`src/mre_pkg.sv`:
```
// package for the mean reprojection error block
// shared types and constants; no dependencies
`default_nettype none
package mre_pkg;

    localparam int MaxPoints = 4096;
    localparam int CountW = 13;
    localparam logic [47:0] SumMax = 48'hFFFF_FFFF_FFFF;
    localparam logic signed [31:0] NoneMean = -32'sd65536;

    localparam logic [1:0] RegFocalX = 2'd0;
    localparam logic [1:0] RegFocalY = 2'd1;
    localparam logic [1:0] RegCenterX = 2'd2;
    localparam logic [1:0] RegCenterY = 2'd3;

    typedef enum logic [4:0] {
        ST_IDLE,
        ST_MUL,
        ST_CAM,
        ST_DIVX,
        ST_DIVY,
        ST_PIX,
        ST_SQRT,
        ST_ACC,
        ST_MEAN,
        ST_OUT
    } state_t;

    typedef enum logic [1:0] {
        DIV_IDLE,
        DIV_RUN,
        DIV_DONE
    } div_state_t;

    typedef struct packed {
        logic        start;
        logic [63:0] num;
        logic [63:0] den;
    } div_req_t;

    typedef struct packed {
        logic        done;
        logic [63:0] quo;
    } div_rsp_t;

    function automatic logic signed [31:0] sat32(input logic signed [65:0] x);
        if (x > 66'sd2147483647)
            return 32'sh7FFF_FFFF;
        else if (x < -66'sd2147483648)
            return 32'sh8000_0000;
        else
            return x[31:0];
    endfunction

endpackage
`default_nettype wire

```
`src/mre_div.sv`:
```
// shared unsigned restoring divider, one quotient bit per cycle
// depends on mre_pkg
`default_nettype none
module mre_div
    import mre_pkg::*;
(
    input  wire logic     clk,
    input  wire logic     rst_n,
    input  wire div_req_t req,
    output div_rsp_t      rsp
);

    div_state_t  state_reg, state_next;
    logic [6:0]  cnt_reg, cnt_next;
    logic [63:0] quo_reg, quo_next;
    logic [64:0] rem_reg, rem_next;
    logic [63:0] den_reg, den_next;
    logic [64:0] trial;

    always_comb
    begin
        state_next = state_reg;
        cnt_next = cnt_reg;
        quo_next = quo_reg;
        rem_next = rem_reg;
        den_next = den_reg;
        trial = {rem_reg[63:0], quo_reg[63]} - {1'b0, den_reg};
        case (state_reg)
            DIV_IDLE:
            begin
                if (req.start)
                begin
                    quo_next = req.num;
                    den_next = req.den;
                    rem_next = '0;
                    cnt_next = 7'd64;
                    state_next = DIV_RUN;
                end
            end
            DIV_RUN:
            begin
                if (!trial[64])
                begin
                    rem_next = trial;
                    quo_next = {quo_reg[62:0], 1'b1};
                end
                else
                begin
                    rem_next = {rem_reg[63:0], quo_reg[63]};
                    quo_next = {quo_reg[62:0], 1'b0};
                end
                cnt_next = cnt_reg - 7'd1;
                if (cnt_reg == 7'd1)
                    state_next = DIV_DONE;
            end
            DIV_DONE:
                state_next = DIV_IDLE;
            default:
                state_next = DIV_IDLE;
        endcase
    end

    always_ff @(posedge clk or negedge rst_n)
    begin
        if (!rst_n)
        begin
            state_reg <= DIV_IDLE;
            cnt_reg <= '0;
        end
        else
        begin
            state_reg <= state_next;
            cnt_reg <= cnt_next;
        end
    end

    always_ff @(posedge clk)
    begin
        quo_reg <= quo_next;
        rem_reg <= rem_next;
        den_reg <= den_next;
    end

    assign rsp.done = (state_reg == DIV_DONE);
    assign rsp.quo = quo_reg;

endmodule
`default_nettype wire

```
`config.mk`:
```
export PLATFORM = sky130hd
export DESIGN_NAME = mre_div
export DESIGN_NICKNAME = d
export VERILOG_FILES = /design/src/mre_pkg.sv /design/src/mre_div.sv
export SDC_FILE = /design/constraint.sdc
export NUM_CORES = 1
export LEC_CHECK = 0
export ABC_AREA = 1
export BUFFER_PORTS_ARGS = -buffer_cell sky130_fd_sc_hd__buf_2
export CORE_MARGIN = 8
export CORE_UTILIZATION = 30
export CTS_CLUSTER_DIAMETER = 30
export DETAILED_ROUTE_END_ITERATION = 10
export GPL_ROUTABILITY_DRIVEN = 0
export PLACE_DENSITY = 0.57
export SLEW_MARGIN = 20
export SYNTH_ARGS = -nofsm -noshare
export SYNTH_HDL_FRONTEND = slang
export SYNTH_SLANG_ARGS = --single-unit
export TNS_END_PERCENT = 100
```
`constraint.sdc`:
```
create_clock -name clk -period 4.3 [get_ports clk]
set_clock_uncertainty 0.2 [all_clocks]
set_input_delay 0.215 -clock clk [delete_from_list [all_inputs] [get_ports clk]]
set_output_delay 0.215 -clock clk [all_outputs]
set_load 0.02 [all_outputs]
```
==> reports/metrics.cfg, run 1 <==
[grt]
grt-ovfl-total=0
track_usage_pct=16.7
grt_max_degree=96
grt_pass1_vias=14853
antenna_found_initial=1
grt_pass1_wl_um=76000

[clocking]
postCtsSetupBuffers=0
clockRootBuffer=clkbuf_16
cts_tree=done
clk_pin_slew_ns=0.04
clock_sinks=201
cts_inserted_buffers=66
cts_max_path_buffers=3
clk_latency_ns=0.59
cts.htree.levels=3

[floorplan]
design.die.area_um2=56100
fp.dieH_um=237
core_um2=48500
rows=81
die_w_um=237
ios=196
start_util_pct=30.2

[synthesis]
synth_top_family_by_area=simple AND/OR/NAND/NOR gates
yosysTopAreaCell=edfxtp_1
synth_nets=2338
yosysMostFrequentCell=nand2_1
synthDominantCellAreaShare_pct=39.4
ys_seq_area_share_pct=40.9
synth_compound_area_share_pct=3.07
yosys_most_used_dff=edfxtp_1
synthTopCellsByCount=nand2_1, inv_1, nor2_1, edfxtp_1, ha_1
synth_adder_area_share_pct=5.78
synthSimpleGateAreaFrac_pct=36.0
ys_top_cells_by_area=edfxtp_1, nand2_1, inv_1, ha_1, nor2_1
synth_edf_count=192
async_reset_ff_share_pct=4.48
synth_seq_cells=201
synth_area_per_cell_um2=6.84
yosys-mux-area-fraction_pct=0
yosysUniqueCellTypes=36
synth-xor-area-share_pct=1.85
yosysWarnings=0
synth_area_um2=14600
syn_inst=2140

[drt]
vias=14154
drt-initial-drc-count=933
vias_per_cell=4.46
wl_per_cell_um=14.7
antenna_left=0
finalWirelength_um=46700
dr.pass1.iters=7
drc_errors=0

[finish]
drive_above_1_share_pct=14.0
syn2layout_area_growth_pct=35.0
nets=2702
final_area_um2=19800
n_fill_cell=4947

[pwr]
seq_power_share_pct=22.6
p_per_area_nw_per_um2=885
pwr-share-clk_pct=27.3
p_int_w=0.00962
leakage_nw=10.6
p_sw_w=0.00787
ir_drop_v=0.000514
switching_share_pct=45.0
combPwrFrac_pct=50.0

[sta]
hold_viol=0
setup_viol=0
finalWorstSetupSlack_ns=1.14
fmax_ghz=0.316
slew_headroom_pct=34.2
finalSetupTns_ns=0
period_needed_ns=3.16
timing.hold.ws_ns=0.158
worstMarginPinSlew_ns=0.987
fin_crit_sh_pct=73.5
rsz0062_at_grt=false
drv_slew=0

[setup_path]
arrival_ns=3.27
crit_required_ns=4.41
worstSetupPathType=register to register
startpoint_type=register
reg2regPathDepth=19
critPathMaxFanout=63
cp-end-kind=register

[worst_hold_path]
whs_path_depth=2
hp-class=input port to register

[place]
portBuffers=195
pre_cts_ws_ns=1.21
hpwl_um=34900
postPlaceCellArea_um2=16200

[outcome]
status=complete, no violations

[flow_run]
max_cap_viol_count=0

timing repair:
item,CTS,global route
resized for setup,0,0
hold buffers,131,0
hold endpoints to repair,141,0
area by class of cell:
cell class / count / area, um2 / share of cell area, %
Tap cell: 622 / 778 / 3.94
Clock inverter: 36 / 507 / 2.56
Timing Repair Buffer: 330 / 2330 / 11.8
Inverter: 422 / 1590 / 8.03
Sequential cell: 201 / 5990 / 30.3
Clock buffer: 78 / 1720 / 8.68
Multi-Input combinational cell: 1483 / 6860 / 34.7
Antenna cell: 1 / 2.50 / 0.0127
critical path: stages (launching register included):
cell	delay, ns
edfxtp_1	0.36
inv_1	0.05
ha_1	0.22
fa_1	0.42
inv_1	0.12
nand2_1	0.06
nand2_1	0.07
nand3_1	0.08
nand2_2	0.13
nand2_1	0.08
nand2_2	0.12
nand2_2	0.08
nand2_4	0.10
nand2_4	0.07
nand2_4	0.09
nand2_4	0.06
nand2_8	0.27
nand2_1	0.12
nand2_1	0.08
nor2_1	0.05
power groups by stage:
stage	clock network (W)	registers (W)	logic [W]
after global routing	0.00501	0.00406	0.00998
after CTS	0.00489	0.00396	0.00875
final	0.00478	0.00396	0.00875
after detailed placement	0	0.00396	0.00862
after floorplan	0	0.00433	0.00609
after global placement	0	0.00394	0.00853
placed cells by master, fill, tap and decap left out, types with 8 or more instances in the layout:
cell type	synthesis	layout
nand3_1	61	61
clkbuf_16	0	66
clkbuf_1	18	10
clkinv_2	0	10
nor2_1	219	219
nor2_2	8	8
nand3b_1	14	14
nand2_2	18	19
inv_1	410	408
buf_2	3	195
nand4_1	15	15
nand2_1	931	929
nor3_1	15	15
dlygate4sd3_1	0	131
dfrtp_1	9	9
o21bai_1	9	9
a21oi_1	60	60
edfxtp_1	192	192
xor2_1	31	31
ha_1	66	66
o21ai_0	10	10
inv_2	11	12
bufinv_16	0	9
per-stage QoR:
step                std cells  power, W  utilization, %
floorplan                2140    0.0104               -
global placement         2927    0.0125            33.4
detailed placement       2927    0.0126            33.4
CTS                      3172    0.0176            40.7
global route             3173    0.0190            40.7
finish                   3173    0.0175            40.7
cells by family after synthesis:
family,count (synthesis)
XOR/XNOR,31
AO/OA/AOI/OAI,83
AND/OR/NAND/NOR,1302
buffers and inverters,456
flip-flops,201
adder cells (fa/ha/maj),67
worst paths after layout:
| check | start | endpoint | slack (ns) |
|---|---|---|---|
| max reg2reg | quo_reg[63] | rem_reg[41] | 1.14 |
| max in group asynchronous | rst_n | cnt_reg[3] | 3.15 |
| min | req[4] | den_reg[4] | 0.16 |
| min in group asynchronous | rst_n | state_reg[0] | 0.45 |
| min reg2reg | cnt_reg[4] | cnt_reg[4] | 0.27 |
| max | quo_reg[63] | rem_reg[41] | 1.14 |
layer usage:
metal  global-route usage (%)  vias up  routed length [um]
met5                        0        -                   0
met4                     7.40        0                1830
met3                     5.08      101                3640
met2                     27.1      464               20900
met1                     20.2     6339               20300
li1                         -     7250                   -
(Power assumes the default switching activity.)
==> inputs of run 2 (changes only) <==
- PLACE_DENSITY: 0.57 -> 0.55
- clock period: 4.3 -> 3.2 ns (I/O delays scaled with it)
==> run 2 against run 1 <==
Compared with the run above: sequential cell count unchanged; highest routed layer unchanged; maximum frequency is 6.1% higher; wire length is 1.7% higher; critical endpoint is now rem_reg[22]; utilization barely moved; critical path depth grew 1; setup slack got worse by 0.92 ns; sequential share of layout area about the same; via count increased by 0.46%; critical path type unchanged; sequential power increased by 35%; largest power group unchanged; first-iteration DRC count decreased by 5.7%.
==> reports/metrics.cfg, run 2 (synthesized netlist as in run 1, its figures left out) <==
[outcome]
status=complete, no violations  ; unchanged

[setup_path]
slowest_stage=edfxtp_1  ; was fa_1
worstSetupPathType=register to register  ; unchanged
startpoint_type=register  ; unchanged
crit_required_ns=3.36  ; was 4.41 ns
crit_path_max_incr_delay_ns=0.38  ; was 0.42 ns
arrival_ns=3.13  ; was 3.27 ns
critPathMaxFanout=13  ; was 63
reg2reg_slack_ns=0.22  ; was 1.14 ns
cpMostUsedCell=nand2_1  ; unchanged
cp-end-kind=register  ; unchanged
crit_chain=inv_1, ha_1, fa_2, inv_2, nand2_1, nand2_1, nand3_1, nand2_2, nand2_1, nand2_2, nand2_2, nand2_4, nand2_4, nand2_4, nand2_4, nand2_8, buf_4, nand2_1, nand2_1, nor2_2  ; was inv_1, ha_1, fa_1, inv_1, nand2_1, nand2_1, nand3_1, nand2_2, nand2_1, nand2_2, nand2_2, nand2_4, nand2_4, nand2_4, nand2_4, nand2_8, nand2_1, nand2_1, nor2_1

[clocking]
cts.htree.levels=2  ; was 3
clock_sinks=201  ; unchanged
clk_pin_slew_ns=0.04  ; about the same
clk_latency_ns=0.61  ; was 0.59 ns
cts_max_path_buffers=3  ; unchanged
cts_tree=done  ; unchanged
cts_inserted_buffers=61  ; was 66
clockRootBuffer=clkbuf_16  ; unchanged

[drt]
wl_per_cell_um=14.9  ; was 14.7 um
drc_errors=0  ; unchanged
vias=14219  ; was 14154
drt-initial-drc-count=880  ; was 933
dr.pass1.iters=5  ; was 7
antenna_left=0  ; unchanged
finalWirelength_um=47500  ; was 46700 um
vias_per_cell=4.45  ; was 4.46

[sta]
period_needed_ns=2.98  ; was 3.16 ns
slew_headroom_pct=58.0  ; was 34.2%
timing.hold.ws_ns=0.0748  ; was 0.158 ns
finalWorstSetupSlack_ns=0.222  ; was 1.14 ns
setup_viol=0  ; unchanged
fin_crit_sh_pct=93.1  ; was 73.5%
hold_viol=0  ; unchanged
drv_slew=0  ; unchanged
fmax_ghz=0.336  ; was 0.316 GHz
worstMarginPinSlew_ns=0.630  ; was 0.987 ns
rsz0062_at_grt=false  ; unchanged
finalSetupTns_ns=0  ; unchanged

[pwr]
ir_drop_v=0.000704  ; was 0.000514 V
p_per_area_nw_per_um2=1180  ; was 885 nW/um2
finalPower_w=0.0234  ; was 0.0175 W
leakage_nw=10.6  ; about the same

[grt]
track_usage_pct=16.6  ; was 16.7%
grt-ovfl-total=0  ; unchanged
grt_pass1_vias=14662  ; was 14853
grt_pass1_wl_um=75800  ; was 76000 um
grtUsageMet2_pct=26.5  ; was 27.1%
met1_usage_pct=20.6  ; was 20.2%
grtUsageMet3_pct=4.56  ; was 5.08%
grt_max_degree=64  ; was 96
antenna_found_initial=2  ; was 1
top_usage_layer=met2  ; unchanged

[floorplan]
rows=81  ; unchanged
core_um2=48500  ; unchanged
start_util_pct=30.2  ; unchanged
design.die.area_um2=56100  ; unchanged
fp.dieH_um=237  ; unchanged
ios=196  ; unchanged
die_w_um=237  ; unchanged

[worst_hold_path]
hp-class=input port to register  ; unchanged

[finish]
nets=2721  ; was 2702
syn2layout_area_growth_pct=35.1  ; was 35.0%
drive_above_1_share_pct=14.7  ; was 14.0%
final_area_um2=19800  ; about the same
final_cell_mix=nand2_1, inv_1, nor2_1, buf_2, edfxtp_1  ; unchanged
final_common_cell=nand2_1  ; unchanged
n_fill_cell=5007  ; was 4947

[flow_run]
max_cap_viol_count=0  ; unchanged

[place]
postPlaceCellArea_um2=16400  ; was 16200 um2
portBuffers=195  ; unchanged
pre_cts_ws_ns=0.113  ; was 1.21 ns
hpwl_um=35600  ; was 34900 um

## run 2: critical path: cells and delay by family, from the launching register on
family        cells  cell delay [ns]
flops             1             0.38
simple gates     15             1.22
fa+ha+maj         2             0.59
buf+inv           3             0.33
## run 2: final cells by class
type	count	area (um2)	area share (%)
inverter	422	1590	8.02
clock inverter	41	412	2.08
sequential	201	5990	30.3
multi-input combinational	1485	6910	34.9
antenna	2	5.00	0.0253
timing repair buffer	352	2520	12.8
tap	622	778	3.93
clock buffer	69	1580	7.97
## run 2: metrics by stage
stage               utilization (%)  std cells
floorplan                         -       2140
global placement               33.7       2943
detailed placement             33.7       2943
CTS                            40.5       3184
global route                   40.8       3194
finish                         40.8       3194
## run 2: where the power goes
part           total, W  switching (W)  internal [W]  leakage, nW
clock network   0.00575        0.00179       0.00396        0.963
logic            0.0123        0.00835       0.00399         7.61
registers       0.00534       0.000615       0.00472         2.04
## run 2: worst paths after layout
path,from,end,depth (start not counted)
max,quo_reg[63],rem_reg[22],20
min,req[11],den_reg[11],2
max reg2reg,quo_reg[63],rem_reg[22],20
min reg2reg,cnt_reg[6],state_reg[1],1
max in group asynchronous,rst_n,cnt_reg[0],3
min in group asynchronous,rst_n,cnt_reg[3],3
## run 2: layer usage
layer  up-vias  wire length [um]
li1       7293                 -
met3       116              3910
met2       529             21100
met5         -                 0
met4         0              2040
met1      6281             20500
## run 2: timing repair
item / in CTS / in global routing
resized for setup: 0 / 5
buffers inserted: 0 / 5
setup endpoints to repair: 0 / 57
endpoints found under the hold margin: 141 / 0
hold buffers: 131 / 0
==> inputs of run 3 (changes only) <==
--- a/config.mk
+++ b/config.mk
@@ -14,4 +14,5 @@
 export GPL_ROUTABILITY_DRIVEN = 0
 export PLACE_DENSITY = 0.55
+export SETUP_SLACK_MARGIN = 0.5
 export SLEW_MARGIN = 20
 export SYNTH_ARGS = -nofsm -noshare
==> constraint.sdc (replaced) <==
create_clock -name clk -period 3.2 [get_ports clk]
set_clock_uncertainty 0.2 [all_clocks]
set_input_delay 0.16 -clock clk [delete_from_list [all_inputs] [get_ports clk]]
set_output_delay 0.16 -clock clk [all_outputs]
set_load 0.01 [all_outputs]
==> run 3 against run 2 <==
Compared with the run above: via count grew 3.1%; combinational power rose by 20%; highest routed layer unchanged; largest power group unchanged; critical path type unchanged; utilization is 3.8 points higher; critical endpoint is now rem_reg[47].
==> reports/metrics.cfg, run 3 (synthesized netlist as in run 1, its figures left out) <==
[drt]
finalWirelength_um=50100  ; was 47500 um
drc_errors=0  ; unchanged
antenna_left=0  ; unchanged
wl_per_cell_um=15.4  ; was 14.9 um
drt-initial-drc-count=949  ; was 880
vias_per_cell=4.52  ; was 4.45
vias=14661  ; was 14219
dr.pass1.iters=5  ; unchanged

[sta]
slew_headroom_pct=54.5  ; was 58.0%
setup_viol=0  ; unchanged
fin_crit_sh_pct=88.9  ; was 93.1%
hold_viol=0  ; unchanged
drv_slew=0  ; unchanged
rsz0062_at_grt=true  ; was false
finalSetupTns_ns=0  ; unchanged
worstMarginPinSlew_ns=0.682  ; was 0.630 ns
period_needed_ns=2.84  ; was 2.98 ns
fmax_ghz=0.352  ; was 0.336 GHz

[clocking]
cts.htree.levels=2  ; unchanged
cts_inserted_buffers=61  ; unchanged
cts_max_path_buffers=3  ; unchanged
clk_latency_ns=0.61  ; about the same
clk_pin_slew_ns=0.04  ; about the same
clockRootBuffer=clkbuf_16  ; unchanged
clock_sinks=201  ; unchanged
cts_tree=done  ; unchanged

[place]
hpwl_um=35200  ; was 35600 um
portBuffers=195  ; unchanged
postPlaceCellArea_um2=16400  ; about the same

[grt]
track_usage_pct=17.0  ; was 16.6%
grt_pass1_wl_um=76900  ; was 75800 um
grt_pass1_vias=14645  ; was 14662
grt_max_degree=68  ; was 64
grt-ovfl-total=0  ; unchanged
antenna_found_initial=1  ; was 2

[pwr]
switching_share_pct=44.9  ; was 45.9%
leakage_nw=11.0  ; was 10.6 nW
p_int_w=0.0144  ; was 0.0127 W
ir_drop_v=0.000702  ; was 0.000704 V
seq_power_share_pct=21.2  ; was 22.8%
combPwrFrac_pct=56.4  ; was 52.7%
p_sw_w=0.0117  ; was 0.0108 W
p_per_area_nw_per_um2=1210  ; was 1180 nW/um2
pwr-share-clk_pct=22.4  ; was 24.6%

[finish]
final_common_cell=nand2_1  ; unchanged
drive_above_1_share_pct=24.1  ; was 14.7%
syn2layout_area_growth_pct=47.8  ; was 35.1%
nets=2771  ; was 2721
final_area_um2=21700  ; was 19800 um2
final_cell_mix=nand2_1, inv_1, buf_2, edfxtp_1, nor2_1  ; was nand2_1, inv_1, nor2_1, buf_2, edfxtp_1

[setup_path]
cp-end-kind=register  ; unchanged
rr_endpoint=rem_reg[47]  ; was rem_reg[22]
reg2reg_slack_ns=0.36  ; was 0.22 ns
crit_required_ns=3.35  ; was 3.36 ns
arrival_ns=2.99  ; was 3.13 ns
critPathMaxFanout=8  ; was 13
reg2regPathDepth=17  ; was 20
r2r_start=rem_reg[14]  ; was quo_reg[63]
startpoint_type=register  ; unchanged
worstSetupPathType=register to register  ; unchanged

[worst_hold_path]
hp-class=input port to register  ; unchanged
hold_end=den_reg[13]  ; was den_reg[11]
hold_start=req[13]  ; was req[11]
whs_path_depth=2  ; unchanged

[floorplan]
design.die.area_um2=56100  ; unchanged
rows=81  ; unchanged
core_um2=48500  ; unchanged
start_util_pct=30.2  ; unchanged
ios=196  ; unchanged
die_w_um=237  ; unchanged
fp.dieH_um=237  ; unchanged

[flow_run]
max_cap_viol_count=0  ; unchanged

[outcome]
status=complete, no violations  ; unchanged

==> run 3: worst max path at each step <==
stage	start	endpoint	slack (ns)	cells past startpoint
CTS	quo_reg[63]	rem_reg[4]	0.34	21
global placement	quo_reg[63]	rem_reg[50]	0.21	19
floorplan	quo_reg[63]	rem_reg[22]	0.55	20
global route	rem_reg[14]	rem_reg[40]	0.26	17
detailed placement	quo_reg[63]	rem_reg[30]	0.13	18
finish	rem_reg[14]	rem_reg[47]	0.36	17
==> run 3: what timing repair did <==
action,in CTS,in global routing
pin swaps,18,34
hold buffers,131,0
endpoints found under the hold margin,143,0
endpoints found under the setup margin,65,65
resized for setup,86,172
gates cloned,7,1
buffers inserted,16,35
==> run 3: final cells by class <==
type	instances	area, um2
Antenna cell	1	2.50
Clock inverter	30	302
Sequential cell	201	5990
Clock buffer	84	1740
Multi-Input combinational cell	1491	8250
Timing Repair Buffer	396	3000
Fill cell	4796	26900
Inverter	422	1590
Tap cell	622	778
==> run 3: per-stage QoR <==
stage | setup WS [ns] | hold WS [ns] | util (%) | power (W) | cells
detailed placement | 0.130 | -0.166 | 33.7 | 0.0168 | 2942
global route | 0.258 | 0.0587 | 44.6 | 0.0281 | 3247
floorplan | 0.546 | -0.336 | - | 0.0136 | 2140
finish | 0.356 | 0.0676 | 44.6 | 0.0261 | 3247
global placement | 0.209 | -0.176 | 33.7 | 0.0167 | 2942
CTS | 0.344 | 0.0376 | 42.3 | 0.0244 | 3210
==> run 3: critical path: stages, from the launching register on <==
cell,delay [ns]
edfxtp_1,0.43
ha_4,0.32
nand2_1,0.08
inv_1,0.08
nand2_1,0.11
nor3_2,0.27
nand2_2,0.08
nand2_2,0.09
nand2_2,0.07
nand2_4,0.08
nand2_8,0.08
nand2_8,0.10
nand2_8,0.10
buf_12,0.18
nand2_8,0.15
nand2_2,0.07
nand2_2,0.06
nor2_2,0.04
==> run 3: power groups by stage <==
| stage | Combinational [W] | Sequential, W | Clock [W] |
|---|---|---|---|
| CTS | 0.0130 | 0.00542 | 0.00597 |
| global placement | 0.0114 | 0.00532 | 0 |
| detailed placement | 0.0115 | 0.00532 | 0 |
| floorplan | 0.00819 | 0.00542 | 0 |
| finish | 0.0147 | 0.00554 | 0.00584 |
| global route | 0.0163 | 0.00566 | 0.00612 |
==> run 3: routing by layer <==
metal	share of wire, %	vias up	track usage, %
li1	-	7401	-
met1	43	6564	20.9
met2	44	551	27.3
met3	7.7	145	4.46
met4	5.2	0	8.72
met5	0	-	0
